File: src/dtl_pkg.sv
`default_nettype none
package dtl_pkg;

	localparam int DAC_BITS_DEF = 12;
	localparam int FRAC_BITS    = 4;

	localparam int TMV_W   = 15;
	localparam int MEAS_W  = 20;
	localparam int TGT_W   = 19;
	localparam int SP_W    = 24;
	localparam int ERR_W   = 21;
	localparam int CNT_W   = 8;
	localparam int TOL_W   = 16;
	localparam int GAIN_W  = 20;
	localparam int MIN_W   = 10;
	localparam int GAIN_FRAC = 20;
	localparam int ADDR_W  = 5;
	localparam int DATA_W  = 32;

	localparam logic [2:0] REG_TOL  = 3'd0;
	localparam logic [2:0] REG_WIN  = 3'd1;
	localparam logic [2:0] REG_MAXC = 3'd2;
	localparam logic [2:0] REG_GAIN = 3'd3;
	localparam logic [2:0] REG_MINT = 3'd4;

	localparam logic [TOL_W-1:0]  TOL_RST  = 16'd80;
	localparam logic [TOL_W-1:0]  WIN_RST  = 16'd3200;
	localparam logic [CNT_W-1:0]  MAXC_RST = 8'd50;
	localparam logic [GAIN_W-1:0] GAIN_RST = 20'd14271;
	localparam logic [MIN_W-1:0]  MINT_RST = 10'd50;

	typedef enum logic [1:0] {
		PH_IDLE,
		PH_CAPTURE,
		PH_TRIM
	} phase_t;

	typedef enum logic [1:0] {
		ST_TRIM,
		ST_PASS,
		ST_FAIL,
		ST_IGNORED
	} status_t;

	typedef struct packed {
		logic [TOL_W-1:0]  tol;
		logic [TOL_W-1:0]  win;
		logic [CNT_W-1:0]  maxc;
		logic [GAIN_W-1:0] gain;
		logic [MIN_W-1:0]  mint;
	} cfg_t;

	typedef struct packed {
		logic                   load;
		logic signed [SP_W-1:0] sp;
		status_t                status;
	} dec_t;

endpackage
`default_nettype wire

File: src/dtl_cfg.sv
`default_nettype none
module dtl_cfg (
	input  wire logic                       clk,
	input  wire logic                       arst_n,
	input  wire logic                       psel,
	input  wire logic                       penable,
	input  wire logic                       pwrite,
	input  wire logic [dtl_pkg::ADDR_W-1:0] paddr,
	input  wire logic [dtl_pkg::DATA_W-1:0] pwdata,
	output logic      [dtl_pkg::DATA_W-1:0] prdata,
	output logic                            pready,
	output dtl_pkg::cfg_t                   cfg
);
	import dtl_pkg::*;

	cfg_t       cfg_q;
	logic [2:0] idx;
	logic       wr;

	assign idx    = paddr[4:2];
	assign wr     = psel && penable && pwrite;
	assign pready = 1'b1;
	assign cfg    = cfg_q;

	always_ff @(posedge clk or negedge arst_n) begin
		if (!arst_n) begin
			cfg_q.tol  <= TOL_RST;
			cfg_q.win  <= WIN_RST;
			cfg_q.maxc <= MAXC_RST;
			cfg_q.gain <= GAIN_RST;
			cfg_q.mint <= MINT_RST;
		end else if (wr) begin
			case (idx)
				REG_TOL:  cfg_q.tol  <= pwdata[TOL_W-1:0];
				REG_WIN:  cfg_q.win  <= pwdata[TOL_W-1:0];
				REG_MAXC: cfg_q.maxc <= pwdata[CNT_W-1:0];
				REG_GAIN: cfg_q.gain <= pwdata[GAIN_W-1:0];
				REG_MINT: cfg_q.mint <= pwdata[MIN_W-1:0];
				default: ;
			endcase
		end
	end

	always_comb begin
		case (idx)
			REG_TOL:  prdata = DATA_W'(cfg_q.tol);
			REG_WIN:  prdata = DATA_W'(cfg_q.win);
			REG_MAXC: prdata = DATA_W'(cfg_q.maxc);
			REG_GAIN: prdata = DATA_W'(cfg_q.gain);
			REG_MINT: prdata = DATA_W'(cfg_q.mint);
			default:  prdata = '0;
		endcase
	end

endmodule
`default_nettype wire

File: src/dtl_ctrl.sv
`default_nettype none
module dtl_ctrl (
	input  wire logic                              clk,
	input  wire logic                              arst_n,
	input  wire logic                              en,
	input  wire logic                              kind,
	input  wire logic        [dtl_pkg::TMV_W-1:0]  target_mv,
	input  wire logic signed [dtl_pkg::MEAS_W-1:0] measured_q4,
	input  wire dtl_pkg::cfg_t                     cfg,
	output dtl_pkg::dec_t                          dec
);
	import dtl_pkg::*;

	localparam int TW_W = (TMV_W + FRAC_BITS > TGT_W) ? TMV_W + FRAC_BITS : TGT_W;
	localparam logic signed [SP_W-1:0] SP_MAX = {1'b0, {(SP_W-1){1'b1}}};
	localparam logic signed [SP_W-1:0] SP_MIN = {1'b1, {(SP_W-1){1'b0}}};

	phase_t                   phase_q, phase_d;
	logic signed [SP_W-1:0]   setpoint_q, setpoint_d;
	logic        [TGT_W-1:0]  target_q, target_d;
	logic        [CNT_W-1:0]  corr_q, corr_d;

	logic        [TW_W-1:0]   tgt_wide;
	logic        [TGT_W-1:0]  tgt_new;
	logic                     low_tgt;
	logic signed [ERR_W-1:0]  err;
	logic        [ERR_W-1:0]  abs_err;
	logic                     in_win, in_tol, out_of_budget;
	logic signed [SP_W:0]     sp_diff;
	logic signed [SP_W-1:0]   sp_sat;

	assign tgt_wide = TW_W'(target_mv) << FRAC_BITS;
	assign tgt_new  = tgt_wide[TGT_W-1:0];
	assign low_tgt  = target_mv < TMV_W'(cfg.mint);

	assign err     = {measured_q4[MEAS_W-1], measured_q4} - {2'b00, target_q};
	assign abs_err = err[ERR_W-1] ? ERR_W'(-err) : ERR_W'(err);
	assign in_win  = abs_err < ERR_W'(cfg.win);
	assign in_tol  = abs_err < ERR_W'(cfg.tol);
	assign out_of_budget = corr_q <= CNT_W'(1);

	assign sp_diff = {setpoint_q[SP_W-1], setpoint_q}
		- {{(SP_W+1-ERR_W){err[ERR_W-1]}}, err};

	always_comb begin
		if (sp_diff[SP_W] != sp_diff[SP_W-1]) begin
			sp_sat = sp_diff[SP_W] ? SP_MIN : SP_MAX;
		end else begin
			sp_sat = sp_diff[SP_W-1:0];
		end
	end

	// next state
	always_comb begin
		phase_d = phase_q;
		if (!kind) begin
			phase_d = low_tgt ? PH_IDLE : PH_CAPTURE;
		end else begin
			case (phase_q)
				PH_IDLE:    phase_d = PH_IDLE;
				PH_CAPTURE: phase_d = in_win ? PH_TRIM : PH_IDLE;
				PH_TRIM:    phase_d = (in_tol || out_of_budget) ? PH_IDLE : PH_TRIM;
				default:    phase_d = PH_IDLE;
			endcase
		end
	end

	// outputs and datapath state
	always_comb begin
		setpoint_d = setpoint_q;
		target_d   = target_q;
		corr_d     = corr_q;
		dec.load   = 1'b0;
		dec.status = ST_IGNORED;
		if (!kind) begin
			target_d   = tgt_new;
			setpoint_d = SP_W'(tgt_new);
			corr_d     = '0;
			dec.load   = 1'b1;
			dec.status = low_tgt ? ST_PASS : ST_TRIM;
		end else begin
			case (phase_q)
				PH_CAPTURE: begin
					if (in_win) begin
						corr_d     = cfg.maxc;
						setpoint_d = sp_sat;
						dec.load   = 1'b1;
						dec.status = ST_TRIM;
					end else begin
						dec.status = ST_FAIL;
					end
				end
				PH_TRIM: begin
					if (in_tol) begin
						dec.status = ST_PASS;
					end else if (out_of_budget) begin
						corr_d     = '0;
						dec.status = ST_FAIL;
					end else begin
						corr_d     = corr_q - CNT_W'(1);
						setpoint_d = sp_sat;
						dec.load   = 1'b1;
						dec.status = ST_TRIM;
					end
				end
				default: dec.status = ST_IGNORED;
			endcase
		end
		dec.sp = setpoint_d;
	end

	always_ff @(posedge clk or negedge arst_n) begin
		if (!arst_n) begin
			phase_q    <= PH_IDLE;
			setpoint_q <= '0;
			target_q   <= '0;
			corr_q     <= '0;
		end else if (en) begin
			phase_q    <= phase_d;
			setpoint_q <= setpoint_d;
			target_q   <= target_d;
			corr_q     <= corr_d;
		end
	end

endmodule
`default_nettype wire

File: src/dtl_code.sv
`default_nettype none
module dtl_code #(
	parameter int DAC_BITS = dtl_pkg::DAC_BITS_DEF
) (
	input  wire logic                        clk,
	input  wire logic                        arst_n,
	input  wire logic                        en,
	input  wire dtl_pkg::dec_t               dec,
	input  wire logic [dtl_pkg::GAIN_W-1:0]  gain,
	output logic      [DAC_BITS-1:0]         dac_code_s3,
	output dtl_pkg::status_t                 status_s3
);
	import dtl_pkg::*;

	localparam int MAG_W  = SP_W - 1;
	localparam int PROD_W = MAG_W + GAIN_W;
	localparam int HI_W   = PROD_W - GAIN_FRAC;
	localparam logic [HI_W-1:0] TOP = HI_W'((64'd1 << DAC_BITS) - 64'd1);

	logic [DAC_BITS-1:0] cur_q;
	logic [PROD_W-1:0]   prod;
	logic [HI_W-1:0]     hi;
	logic                pos;
	logic [DAC_BITS-1:0] code;

	assign pos  = !dec.sp[SP_W-1] && (dec.sp != '0);
	assign prod = dec.sp[MAG_W-1:0] * gain;
	assign hi   = prod[PROD_W-1:GAIN_FRAC];

	always_comb begin
		if (!pos) begin
			code = '0;
		end else if (hi > TOP) begin
			code = TOP[DAC_BITS-1:0];
		end else begin
			code = hi[DAC_BITS-1:0];
		end
	end

	always_ff @(posedge clk or negedge arst_n) begin
		if (!arst_n) begin
			cur_q <= '0;
		end else if (en && dec.load) begin
			cur_q <= code;
		end
	end

	always_ff @(posedge clk) begin
		if (en) begin
			dac_code_s3 <= dec.load ? code : cur_q;
			status_s3   <= dec.status;
		end
	end

endmodule
`default_nettype wire

File: src/dac_output_trim_loop.sv
`default_nettype none
// DAC output trim loop. Every transaction on the input channel (start with a
// target, or a measurement) gives exactly one result transaction carrying the
// DAC code now applied and a status. One transaction is taken per clock unless
// out_ready stalls the pipeline; a result passes the input register, the control
// stage holding the trim state and the code stage with the gain multiply and
// saturation. The control stage updates phase, setpoint and the correction
// budget once per transaction. The user must write configuration registers on
// the APB port only with no transaction in flight; the block does not enforce it.
module dac_output_trim_loop #(
	parameter int DAC_BITS = dtl_pkg::DAC_BITS_DEF
) (
	input  wire logic                              clk,
	input  wire logic                              arst_n,
	input  wire logic                              psel,
	input  wire logic                              penable,
	input  wire logic                              pwrite,
	input  wire logic        [dtl_pkg::ADDR_W-1:0] paddr,
	input  wire logic        [dtl_pkg::DATA_W-1:0] pwdata,
	output logic             [dtl_pkg::DATA_W-1:0] prdata,
	output logic                                   pready,
	input  wire logic                              in_valid,
	output logic                                   in_ready,
	input  wire logic                              kind,
	input  wire logic        [dtl_pkg::TMV_W-1:0]  target_mv,
	input  wire logic signed [dtl_pkg::MEAS_W-1:0] measured_q4,
	output logic                                   out_valid,
	input  wire logic                              out_ready,
	output logic             [DAC_BITS-1:0]        dac_code,
	output logic             [1:0]                 status
);
	import dtl_pkg::*;

	cfg_t                     cfg;
	logic                     valid_s1, valid_s2, valid_s3;
	logic                     kind_s1;
	logic        [TMV_W-1:0]  target_s1;
	logic signed [MEAS_W-1:0] meas_s1;
	dec_t                     dec, dec_s2;
	status_t                  status_s3;
	logic                     adv1, adv2, en2, en3;

	assign adv2     = !valid_s3 || out_ready;
	assign adv1     = !valid_s2 || adv2;
	assign in_ready = !valid_s1 || adv1;
	assign en2      = valid_s1 && adv1;
	assign en3      = valid_s2 && adv2;

	assign out_valid = valid_s3;
	assign status    = status_s3;

	always_ff @(posedge clk or negedge arst_n) begin
		if (!arst_n) begin
			valid_s1 <= 1'b0;
			valid_s2 <= 1'b0;
			valid_s3 <= 1'b0;
		end else begin
			if (in_ready) begin
				valid_s1 <= in_valid;
			end
			if (adv1) begin
				valid_s2 <= valid_s1;
			end
			if (adv2) begin
				valid_s3 <= valid_s2;
			end
		end
	end

	always_ff @(posedge clk) begin
		if (in_valid && in_ready) begin
			kind_s1   <= kind;
			target_s1 <= target_mv;
			meas_s1   <= measured_q4;
		end
		if (en2) begin
			dec_s2 <= dec;
		end
	end

	dtl_cfg u_cfg (
		.clk     (clk),
		.arst_n  (arst_n),
		.psel    (psel),
		.penable (penable),
		.pwrite  (pwrite),
		.paddr   (paddr),
		.pwdata  (pwdata),
		.prdata  (prdata),
		.pready  (pready),
		.cfg     (cfg)
	);

	dtl_ctrl u_ctrl (
		.clk         (clk),
		.arst_n      (arst_n),
		.en          (en2),
		.kind        (kind_s1),
		.target_mv   (target_s1),
		.measured_q4 (meas_s1),
		.cfg         (cfg),
		.dec         (dec)
	);

	dtl_code #(
		.DAC_BITS (DAC_BITS)
	) u_code (
		.clk         (clk),
		.arst_n      (arst_n),
		.en          (en3),
		.dec         (dec_s2),
		.gain        (cfg.gain),
		.dac_code_s3 (dac_code),
		.status_s3   (status_s3)
	);

endmodule
`default_nettype wire

File: config.mk
export PLATFORM = sky130hd
export DESIGN_NAME = dac_output_trim_loop
export DESIGN_NICKNAME = d
export VERILOG_FILES = /design/src/dtl_pkg.sv /design/src/dtl_cfg.sv /design/src/dtl_ctrl.sv /design/src/dtl_code.sv /design/src/dac_output_trim_loop.sv
export SDC_FILE = /design/constraint.sdc
export NUM_CORES = 2
export LEC_CHECK = 0
export ABC_AREA = 1
export BUFFER_PORTS_ARGS = -buffer_cell sky130_fd_sc_hd__buf_2
export CAP_MARGIN = 30
export CORE_MARGIN = 5
export CORE_UTILIZATION = 55
export CTS_BUF_LIST = sky130_fd_sc_hd__clkbuf_2
export CTS_CLUSTER_SIZE = 20
export DETAILED_ROUTE_END_ITERATION = 8
export PLACE_DENSITY = 0.86
export SYNTH_ARGS = -nofsm -noshare
export SYNTH_HDL_FRONTEND = slang
export SYNTH_HIERARCHICAL = 1
export SYNTH_SLANG_ARGS = --single-unit
File: constraint.sdc
create_clock -name clk -period 6.6 [get_ports clk]
set_input_delay 1.32 -clock clk [delete_from_list [all_inputs] [get_ports clk]]
set_output_delay 1.32 -clock clk [all_outputs]
set_load 0.01 [all_outputs]
==> results.py <==
metrics = {
    "run_status": {
        "status": "finished with violations",
        "violations": "negative setup slack",
    },
    "critical_path": {
        "cpLargestDelayFamily": "adder cells",
        "slowest_delay_ns": 0.61,
        "required_ns": 7.17,
        "cp.arrival_ns": 7.77,
        "startpoint": "u_cfg/cfg[14]",
        "cp_max_fo": 6,
        "end_kind": "register",
        "cp_num_buf_inv": 8,
        "critPathLaunchType": "register",
        "cp_slowest_cell": "dfstp_2",
        "cpMostUsedCell": "fa_1",
        "path_class": "reg -> reg",
        "rr_startpoint": "u_cfg/cfg[14]",
    },
    "drt": {
        "first_pass_iters": 8,
        "drc": 0,
        "drt-wirelength-per-cell_um": 17.1,
        "vias_per_cell": 5.47,
        "vias": 27800,
        "wl_um": 86700,
        "drt_iter0_drc": 2792,
        "drt.antenna.violating_nets": 0,
    },
    "synth": {
        "yosys.area.top_type": "fa_1",
        "synth_flop_cell": "dfrtp_1",
        "synthAdderAreaFrac_pct": 34.3,
        "synth-seq-cells": 211,
        "ys_types": 52,
        "synth_compound_area_share_pct": 5.32,
        "synthTopCellsByArea": "fa_1 (25%), nand2_1 (15%), inv_1 (12%)",
        "syn-cell-area_sq_um": 30400,
        "yosysTopAreaCellShare_pct": 24.7,
        "synthArstFlopShare_pct": 63.5,
        "synth-edff-count": 77,
        "yosysMostFrequentCell": "nand2_1",
        "syn_avg_cell_area_sq_um": 7.42,
        "postSynthCellCount": 4098,
        "synthTopCellsByCount": "nand2_1 (1221), inv_1 (1010), fa_1 (375)",
        "synth_warnings": 6,
        "synth-xor-area-share_pct": 1.70,
        "ys_seq_area_share_pct": 18.7,
        "synth_top_family_by_area": "adder cells",
        "synthMuxAreaShare_pct": 0,
        "synthSimpleGateAreaFrac_pct": 24.8,
    },
    "clock_network": {
        "cts_root_buffer": "clkbuf_2",
        "clkSinkCount": 211,
        "worstSkewPairLatency_ns": 0.97,
        "clkSlewWorstSetupHoldPaths_ns": 0.13,
        "cts_tree": "built",
        "numCtsBuffers": 52,
        "clockBufferDepth": 3,
        "htree_levels": 2,
    },
    "placement": {
        "io_buffers": 101,
        "place_hpwl_um": 65600,
        "place_congestion": 0.972,
    },
    "timing": {
        "min_period_ns": 7.20,
        "post-route-period-util_pct": 109,
        "worst_slew_pin_slew_ns": 1.04,
        "fin_tns_setup_ns": -11.19,
        "slew_headroom_pct": 30.3,
        "hold_viol": 0,
        "fmaxAchievable_ghz": 0.139,
        "fin_skew_ns": 0.172,
        "final-setup-viol-count": 24,
        "rsz0062_at_grt": "true",
        "fin_ws_ns": -0.598,
        "maxSlewViolCount": 0,
    },
    "final_layout": {
        "area_growth_pct": 13.3,
        "fin_nets": 5017,
        "drive_gt1_share_pct": 15.9,
    },
    "floorplan": {
        "start_util_pct": 55.4,
        "die_h_um": 245,
        "rows": 86,
        "io_pins": 129,
        "die-area_sq_um": 60100,
        "dieWidth_um": 245,
        "core-area_sq_um": 54900,
    },
    "global_route": {
        "grt-ovfl-total": 0,
        "grt_antenna_before_repair": 1,
        "grt_usage_pct": 28.7,
        "grt_pass1_vias": 29000,
        "grt_pass1_wl_um": 141000,
        "grt_max_degree": 77,
    },
    "hold_path": {
        "min_path_type": "in -> async",
    },
    "job": {
        "maxCapViolCount": 0,
    },
}
==> worst register-to-register path: cells and delay by family, from the launching register on <==
kind	cells	cell delay, ns
AND/OR/NAND/NOR	16	1.63
buffers and inverters	8	0.68
adder cells (fa/ha/maj)	8	3.91
flip-flops	1	0.61
==> path summary, 6_finish.rpt <==
path | to | slack, ns | cells past startpoint
hold / removal | u_ctrl/setpoint_q[2] | 0.36 | 1
setup / recovery | u_code/dac_code_s3[0] | -0.60 | 32
hold reg to reg | u_code/status_s3[1] | 0.44 | 0
max in group asynchronous | u_cfg/cfg[29] | 4.73 | 2
setup reg to reg | u_code/dac_code_s3[0] | -0.60 | 32
min in group clk | u_code/status_s3[1] | 0.44 | 0
==> cells by family after synthesis <==
logic type | count (synthesis)
adder cells (fa/ha/maj) | 609
XOR/XNOR | 59
other | 2
flip-flops | 211
buffers and inverters | 1179
AO/OA/AOI/OAI | 301
AND/OR/NAND/NOR | 1737
==> cell usage in the layout, fill, tap and decap left out, drive strengths merged, types with 5 or more instances in the layout <==
cell type     n
o211ai        7
ha          234
a21o          5
a21oi       115
dfstp        23
o21ai       144
conb         13
xor2         36
buf         315
dfrtp       111
clkinv       21
o21a          5
nor3         20
nand3b        8
inv        1026
xnor2        23
clkbuf       77
nor2        162
edfxtp       77
a31oi         5
and2         15
o21bai       14
nand2      1257
fa          375
nor4          9
nand3       215
nand4        50
==> final cells by class <==
type / count / area [sq um]
antenna: 1 / 2.50
clock buffer: 74 / 370
clock inverter: 24 / 189
fill: 4373 / 20500
inverter: 1026 / 3850
multi-input combinational: 2719 / 20900
sequential: 211 / 5710
tap: 704 / 881
timing repair buffer: 318 / 2520
==> sequential cells by signal (all words and copies together), names as in the netlist, 2 cells and up <==
signal and flops:
u_code/status_s3 2, u_ctrl/phase_q 2, meas_s1 20, dec_s2 27, u_code/cur_q 12, target_s1 15
u_ctrl/corr_q 8, u_ctrl/target_q 15, u_cfg/cfg 70, u_ctrl/setpoint_q 24, u_code/dac_code_s3 12
==> through the flow <==
step / hold WS, ns / cells / worst slack, ns / utilization, % / cell area (sq um)
global placement: 0.410 / 4935 / -0.351 / 59.3 / 32600
finish: 0.361 / 5077 / -0.598 / 62.7 / 34400
floorplan: 0.400 / 4109 / 0.00674 / - / 30400
detailed placement: 0.412 / 4935 / -0.522 / 59.3 / 32600
CTS: 0.256 / 5074 / -0.353 / 62.3 / 34200
global route: 0.346 / 5077 / -0.822 / 62.7 / 34400
==> per-layer routing <==
metal	routed length, um	GRT usage (%)	up-vias
met5	0	0	-
met4	5340	15.7	0
met3	7630	5.08	425
met2	42900	50.3	1520
met1	30900	33.3	13200
li1	-	-	12700
==> repair_timing <==
| item | in CTS | in global routing |
|---|---|---|
| endpoints found under the setup margin | 24 | 24 |
| pin swaps | 119 | 39 |
| buffers inserted | 38 | 1 |
| cloned | 3 | 1 |
| gates resized for setup | 144 | 66 |
| hold buffers | 0 | 0 |
Power is left out: the tool's default activity adds up to more than one toggle a clock period on the data nets, which glitch-free logic cannot reach.
